$ cat config.mk
export PLATFORM = sky130hd
export DESIGN_NAME = bfk_dp
export DESIGN_NICKNAME = d
export VERILOG_FILES = /design/src/bfk_pkg.sv /design/src/bfk_dp.sv
export SDC_FILE = /design/constraint.sdc
export NUM_CORES = 1
export LEC_CHECK = 0
export BUFFER_PORTS_ARGS = -buffer_cell sky130_fd_sc_hd__buf_2
export CORE_ASPECT_RATIO = 0.7
export CORE_UTILIZATION = 50
export DETAILED_ROUTE_END_ITERATION = 10
export GPL_TIMING_DRIVEN = 0
export HOLD_SLACK_MARGIN = 0.08
export PLACE_DENSITY = 0.76
export SLEW_MARGIN = 0
export SYNTH_ARGS = -nofsm -noshare
export SYNTH_HDL_FRONTEND = slang
export SYNTH_SLANG_ARGS = --single-unit
$ cat constraint.sdc
create_clock -name i_clk -period 9.5 [get_ports i_clk]
set_clock_uncertainty 0.1 [all_clocks]
set_input_delay 1.9 -clock i_clk [delete_from_list [all_inputs] [get_ports i_clk]]
set_output_delay 1.9 -clock i_clk [all_outputs]
set_load 0.02 [all_outputs]
$ cat src/bfk_pkg.sv
// shared constants, types and helper functions of the bunch fir feedback kick
package bfk_pkg;

    localparam int MAX_BUNCHES = 1024;
    localparam int MAX_TAPS    = 6;

    localparam int NUM_COEF    = 6;
    localparam int COEF_IDX_W  = 3;
    localparam int BUNCH_W     = 10;
    localparam int POS_W       = 16;
    localparam int COEF_W      = 18;
    localparam int CFG_W       = 18;
    localparam int CFG_IDX_W   = 3;
    localparam int TAPS_W      = 3;
    localparam int KICK_W      = 32;

    localparam int ADDR_W      = (MAX_BUNCHES > 1) ? $clog2(MAX_BUNCHES) : 1;
    localparam int SLOT_W      = $clog2(MAX_TAPS);
    localparam int CNT_W       = $clog2(MAX_TAPS + 1);
    localparam int ROW_W       = MAX_TAPS * POS_W;

    localparam int ACC_W       = 38;
    localparam int LO_W        = 19;
    localparam int HI_W        = ACC_W - LO_W;
    localparam int MUL_B_W     = 20;
    localparam int PROD_W      = COEF_W + MUL_B_W;
    localparam int FULL_W      = PROD_W + LO_W + 1;
    localparam int RND_SH      = 17;
    localparam int Q_W         = FULL_W - RND_SH;

    localparam logic [CFG_IDX_W-1:0] REG_GAIN = CFG_IDX_W'(6);
    localparam logic [CFG_IDX_W-1:0] REG_TAPS = CFG_IDX_W'(7);
    localparam logic [TAPS_W-1:0]    TAPS_RST = TAPS_W'(6);

    typedef logic [MAX_TAPS-1:0][POS_W-1:0] t_row;

    typedef enum logic [2:0] {
        ST_CLEAR,
        ST_IDLE,
        ST_READ,
        ST_MAC,
        ST_DRAIN,
        ST_GHI,
        ST_GLO,
        ST_ROUND
    } t_state;

    typedef enum logic [1:0] {
        OP_TAP,
        OP_GAIN_HI,
        OP_GAIN_LO
    } t_op_sel;

    typedef struct packed {
        logic    mul_en;
        t_op_sel op;
        logic    acc_clr;
        logic    acc_en;
        logic    hi_lat;
    } t_dp_ctl;

    function automatic logic [CNT_W-1:0] eff_taps(input logic [TAPS_W-1:0] taps);
        logic [CNT_W-1:0] t;
        if (int'(taps) < 2) begin
            t = CNT_W'(2);
        end else if (int'(taps) > MAX_TAPS) begin
            t = CNT_W'(MAX_TAPS);
        end else begin
            t = CNT_W'(taps);
        end
        return t;
    endfunction

    function automatic logic [SLOT_W-1:0] slot_mod(input logic [SLOT_W-1:0] slot,
                                                   input logic [CNT_W-1:0]  t);
        logic [CNT_W-1:0] v;
        v = CNT_W'(slot);
        for (int i = 0; i < MAX_TAPS / 2; i++) begin
            if (v >= t) begin
                v = v - t;
            end
        end
        return SLOT_W'(v);
    endfunction

endpackage

$ cat src/bfk_dp.sv
// shared multiplier, tap accumulator and gain rounding with saturation
module bfk_dp (
    input  logic                              i_clk,
    input  bfk_pkg::t_dp_ctl                  i_ctl,
    input  logic signed [bfk_pkg::COEF_W-1:0] i_coef,
    input  logic signed [bfk_pkg::POS_W-1:0]  i_hist,
    input  logic signed [bfk_pkg::COEF_W-1:0] i_gain,
    output logic signed [bfk_pkg::KICK_W-1:0] o_kick,
    output logic                              o_sat
);
    import bfk_pkg::*;

    logic signed [COEF_W-1:0]  w_a;
    logic signed [MUL_B_W-1:0] w_b;
    logic signed [PROD_W-1:0]  r_prod;
    logic signed [PROD_W-1:0]  r_ph;
    logic signed [ACC_W-1:0]   r_acc;
    logic signed [FULL_W-1:0]  w_full;
    logic signed [Q_W-1:0]     w_q;
    logic                      w_ovf;

    always_comb begin
        case (i_ctl.op)
            OP_GAIN_HI: begin
                w_a = i_gain;
                w_b = {{(MUL_B_W - HI_W){r_acc[ACC_W-1]}}, r_acc[ACC_W-1:LO_W]};
            end
            OP_GAIN_LO: begin
                w_a = i_gain;
                w_b = {{(MUL_B_W - LO_W){1'b0}}, r_acc[LO_W-1:0]};
            end
            default: begin
                w_a = i_coef;
                w_b = {{(MUL_B_W - POS_W){i_hist[POS_W-1]}}, i_hist};
            end
        endcase
    end

    always_ff @(posedge i_clk) begin
        if (i_ctl.mul_en) begin
            r_prod <= w_a * w_b;
        end
        if (i_ctl.hi_lat) begin
            r_ph <= r_prod;
        end
        if (i_ctl.acc_clr) begin
            r_acc <= '0;
        end else if (i_ctl.acc_en) begin
            r_acc <= r_acc + {{(ACC_W - PROD_W){r_prod[PROD_W-1]}}, r_prod};
        end
    end

    // gain * sum rebuilt from the two halves, round half up, floor shift
    always_comb begin
        w_full = {r_ph[PROD_W-1], r_ph, {LO_W{1'b0}}}
               + {{(FULL_W - PROD_W){r_prod[PROD_W-1]}}, r_prod}
               + FULL_W'(1 << (RND_SH - 1));
        w_q    = w_full[FULL_W-1:RND_SH];
        w_ovf  = (w_q[Q_W-1:KICK_W-1] != '0) && (w_q[Q_W-1:KICK_W-1] != '1);
        o_sat  = w_ovf;
        if (w_ovf) begin
            o_kick = w_q[Q_W-1] ? {1'b1, {(KICK_W-1){1'b0}}} : {1'b0, {(KICK_W-1){1'b1}}};
        end else begin
            o_kick = w_q[KICK_W-1:0];
        end
    end

endmodule

==> impl_results.html <==
<table>
<tr><th>Metric</th><th>Value</th></tr>
<tr><th colspan="2">Synthesis</th></tr>
<tr><td>Post-synthesis simple-gate area fraction</td><td>13.6%</td></tr>
<tr><td>Per-instance average area after synthesis</td><td>9.04 sq um</td></tr>
<tr><td>Distinct cell type count after synthesis</td><td>92</td></tr>
<tr><td>Post-synthesis net count</td><td>2987</td></tr>
<tr><td>Fraction of synthesized area in multiplexers</td><td>2.25%</td></tr>
<tr><td>Post-synthesis xor/xnor area fraction</td><td>4.30%</td></tr>
<tr><td>Share of the synthesized area in compound gates (AO/OA/AOI/OAI)</td><td>13.0%</td></tr>
<tr><td>Warnings from Yosys</td><td>0</td></tr>
<tr><td>Ranking of synthesized cells by instance count</td><td>sky130_fd_sc_hd__inv_1, sky130_fd_sc_hd__fa_1, sky130_fd_sc_hd__nor2_1, sky130_fd_sc_hd__nand2_1, sky130_fd_sc_hd__ha_1</td></tr>
<tr><td>Synth Area in Adders</td><td>43.7%</td></tr>
<tr><td>Register area share after synthesis</td><td>14.1%</td></tr>
<tr><td>Fraction of synthesis flops using an asynchronous set or reset pin</td><td>0%</td></tr>
<tr><td>Cells after Synth</td><td>2391</td></tr>
<tr><td>Library cell with the highest instance count after synthesis</td><td>sky130_fd_sc_hd__inv_1</td></tr>
<tr><td>Biggest area contributors in the synthesized netlist</td><td>sky130_fd_sc_hd__fa_1, sky130_fd_sc_hd__edfxtp_1, sky130_fd_sc_hd__ha_1</td></tr>
<tr><td>Library cell occupying the most area in the post-synthesis netlist</td><td>sky130_fd_sc_hd__fa_1</td></tr>
<tr><td>Most used flip-flop cell after synthesis</td><td>sky130_fd_sc_hd__edfxtp_1</td></tr>
<tr><td>Number of synthesized flops with an enable pin</td><td>76</td></tr>
<tr><td>Synthesized cell area</td><td>21600 sq um</td></tr>
<tr><td>Area share of the leading cell type in the synthesized netlist</td><td>33.5%</td></tr>
<tr><td>Flop and latch count out of synthesis</td><td>114</td></tr>
<tr><td>Largest family of logic cells by synthesized area</td><td>adder cells</td></tr>
<tr><th colspan="2">Setup path</th></tr>
<tr><td>Start point of the critical path</td><td>i_ctl[3]</td></tr>
<tr><td>Kind of capture point of the worst setup path</td><td>flop</td></tr>
<tr><td>Buffers and inverters on the worst path</td><td>7</td></tr>
<tr><td>Setup crit start kind</td><td>primary input</td></tr>
<tr><td>Launch point of the worst reg-to-reg path</td><td>r_acc[1]</td></tr>
<tr><td>RR Endpoint</td><td>r_prod[36]</td></tr>
<tr><td>Slowest Stage Delay on Critical Path</td><td>640 ps</td></tr>
<tr><td>Max stage delay cell, worst path</td><td>sky130_fd_sc_hd__o21ai_2</td></tr>
<tr><td>Worst endpoint data arrival time</td><td>9320 ps</td></tr>
<tr><td>Maximum fanout along the worst path</td><td>10</td></tr>
<tr><td>Worst EP required</td><td>9570 ps</td></tr>
<tr><td>WS Path Type</td><td>primary input to flop</td></tr>
<tr><td>R2R setup slack</td><td>1920 ps</td></tr>
<tr><td>Crit path top cell by count</td><td>sky130_fd_sc_hd__fa_1</td></tr>
<tr><td>Largest delay contributor family on the critical path</td><td>adder cells</td></tr>
<tr><td>Worst Reg-to-Reg Cells</td><td>23</td></tr>
<tr><th colspan="2">Min path</th></tr>
<tr><td>Worst min-delay path category</td><td>flop to flop</td></tr>
<tr><td>Startpoint of the most critical hold path</td><td>r_prod[11]</td></tr>
<tr><td>Terminating pin of the worst hold path</td><td>r_ph[11]</td></tr>
<tr><td>Worst hold path cell count</td><td>0</td></tr>
<tr><th colspan="2">Clock tree</th></tr>
<tr><td>CTS Hold Buffers Added</td><td>0</td></tr>
<tr><td>Depth of the CTS H-tree</td><td>4</td></tr>
<tr><td>Clock latency on the worst-skew pair</td><td>430 ps</td></tr>
<tr><td>Clock-pin slew on the worst setup and hold paths</td><td>60 ps</td></tr>
<tr><td>Clk root buf</td><td>sky130_fd_sc_hd__clkbuf_16</td></tr>
<tr><td>TritonCTS clock tree</td><td>yes</td></tr>
<tr><td>Number of buffers on the longest clock path</td><td>2</td></tr>
<tr><td>CTS Buf Count</td><td>17</td></tr>
<tr><td>Total number of clock tree sinks</td><td>114</td></tr>
<tr><th colspan="2">STA</th></tr>
<tr><td>Total of endpoints with negative setup slack in the final report</td><td>0</td></tr>
<tr><td>Unrepaired setup endpoints after global routing</td><td>no</td></tr>
<tr><td>Transition time at the pin with the least slew margin</td><td>1010 ps</td></tr>
<tr><td>Worst hold margin</td><td>371 ps</td></tr>
<tr><td>Shortest period the worst path allows</td><td>9250 ps</td></tr>
<tr><td>Number of slew-limit violations in the final report</td><td>0</td></tr>
<tr><td>Hold violation total from the final report</td><td>0</td></tr>
<tr><td>Normalized max-slew margin</td><td>32.4%</td></tr>
<tr><td>Fraction of the cycle the final worst path needs</td><td>97.4%</td></tr>
<tr><td>Timing-limited maximum frequency</td><td>108 MHz</td></tr>
<tr><th colspan="2">Detailed routing</th></tr>
<tr><td>Drt via density</td><td>5.79</td></tr>
<tr><td>Post-route DRC</td><td>0</td></tr>
<tr><td>DR vias</td><td>17900</td></tr>
<tr><td>First drt pass iteration count</td><td>7</td></tr>
<tr><td>WL final</td><td>66500 microns</td></tr>
<tr><td>Number of violations reported at the end of detailed-routing iteration 0</td><td>1757</td></tr>
<tr><td>ANT nets after route</td><td>0</td></tr>
<tr><td>Routed wire per std cell</td><td>21.6 microns</td></tr>
<tr><th colspan="2">Global route</th></tr>
<tr><td>Initial antenna violation count</td><td>2</td></tr>
<tr><td>Overall track demand over capacity in global routing</td><td>30.5%</td></tr>
<tr><td>Total overflow reported by the global router</td><td>0</td></tr>
<tr><td>Vias in the first global route</td><td>17400</td></tr>
<tr><td>Pin count of the biggest net entering global routing</td><td>39</td></tr>
<tr><td>Wire length of the first global-routing pass</td><td>101000 microns</td></tr>
<tr><th colspan="2">Final layout</th></tr>
<tr><td>Cell area after layout</td><td>24100 sq um</td></tr>
<tr><td>Diodes inserted</td><td>0</td></tr>
<tr><td>Fraction of layout cells with a size suffix above 1</td><td>13.1%</td></tr>
<tr><td>Layout overhead on the synthesized area</td><td>11.4%</td></tr>
<tr><td>Final #Nets</td><td>3113</td></tr>
<tr><td>Fill cells</td><td>3745</td></tr>
<tr><td>Post-layout utilization of the core</td><td>56.6%</td></tr>
<tr><th colspan="2">Die</th></tr>
<tr><td>DIE HEIGHT</td><td>176 microns</td></tr>
<tr><td>Std cell rows</td><td>63</td></tr>
<tr><td>Core area</td><td>42500 sq um</td></tr>
<tr><td>Area enclosed by the die boundary</td><td>44100 sq um</td></tr>
<tr><td>Horizontal die dimension</td><td>250 microns</td></tr>
<tr><td>Top-level port count</td><td>92</td></tr>
<tr><td>Effective utilization at floorplan</td><td>50.9%</td></tr>
<tr><th colspan="2">Status</th></tr>
<tr><td>Outcome</td><td>finished clean</td></tr>
<tr><th colspan="2">Flow run</th></tr>
<tr><td>Number of max-cap violations</td><td>0</td></tr>
<tr><th colspan="2">Place</th></tr>
<tr><td>Weighted congestion reported at the end of routability-driven placement</td><td>1.00</td></tr>
<tr><td>Input/output buffers</td><td>91</td></tr>
<tr><td>Detailed placement HPWL</td><td>56100 microns</td></tr>
<tr><td>Cell Area, Placed</td><td>22800 sq um</td></tr>
</table>
## per-layer routing
| metal | share of wire, % | vias to the layer above | global-route usage [%] |
|---|---|---|---|
| met5 | 0.039 | - | 0 |
| met4 | 2.3 | 4 | 6.67 |
| met3 | 11 | 111 | 8.90 |
| met2 | 42 | 781 | 44.4 |
| met1 | 45 | 8952 | 44.9 |
| li1 | - | 8002 | - |
## sequential cells by signal, indices dropped and copies added, names as in the netlist
register,cells
r_acc,38
r_prod,38
r_ph,38
## area by class of cell
type	instances	area [sq um]	area share, %
multi-input combinational	1773	17000	70.8
sequential	114	3040	12.6
inverter	423	1590	6.60
tap	552	691	2.87
timing repair buffer	113	671	2.79
buffer	75	447	1.86
clock buffer	18	439	1.82
clock inverter	14	140	0.582
## logic make-up (layout without fill, tap and decap cells)
kind of cell             count (synthesis)  count (layout)
AND/OR/NAND/NOR                        674             674
adder cells (fa/ha/maj)                537             537
buffers and inverters                  505             643
AO/OA/AOI/OAI                          413             414
flip-flops                             114             114
XOR/XNOR                               101             101
multiplexers                            47              47
## worst register-to-register path: cells and delay by family, from the launching register on
| family | cells | cell delay (ps) |
|---|---|---|
| AO/OA/AOI/OAI | 10 | 2840 |
| XOR/XNOR | 1 | 130 |
| adder cells (fa/ha/maj) | 7 | 3380 |
| buffers and inverters | 3 | 160 |
| flip-flops | 1 | 390 |
| AND/OR/NAND/NOR | 2 | 320 |
## worst max-delay path by stage
stage                       to  slack [ps]  cells past startpoint
floorplan           r_prod[36]         150                     28
global placement    r_prod[36]       -2190                     30
detailed placement  r_prod[36]       -2250                     30
CTS                 r_prod[37]          80                     29
global route        r_prod[36]           2                     29
finish              r_prod[36]         250                     27
## stage by stage
step	cells	TNS, ps	setup WS [ps]
2_1_floorplan	2391	0	152
3_3_place_gp	3034	-35060	-2190
3_5_place_dp	3034	-37150	-2250
4_1_cts	3079	0	80.9
5_1_grt	3082	0	2.06
6_report	3082	0	246
## cell usage in the layout (no fill, tap or decap), types with 38 or more instances in the layout
master,netlist,routed
sky130_fd_sc_hd__inv_1,422,422
sky130_fd_sc_hd__fa_1,362,361
sky130_fd_sc_hd__nor2_1,285,285
sky130_fd_sc_hd__nand2_1,240,239
sky130_fd_sc_hd__ha_1,175,173
sky130_fd_sc_hd__a21oi_1,98,97
sky130_fd_sc_hd__buf_2,4,96
sky130_fd_sc_hd__edfxtp_1,76,76
sky130_fd_sc_hd__xnor2_1,63,63
sky130_fd_sc_hd__o21ai_0,61,58
sky130_fd_sc_hd__dfxtp_1,38,38
## timing repair
item | in CTS | in global routing
setup endpoints to repair | 24 | 8
hold endpoints to repair | 0 | 0
cloned | 0 | 1
pin swaps | 6 | 6
buffers inserted | 17 | 5
gates resized for setup | 104 | 62
Power is not shown: default switching activity piles up to over one toggle a cycle in this logic, so the estimate is an artifact.
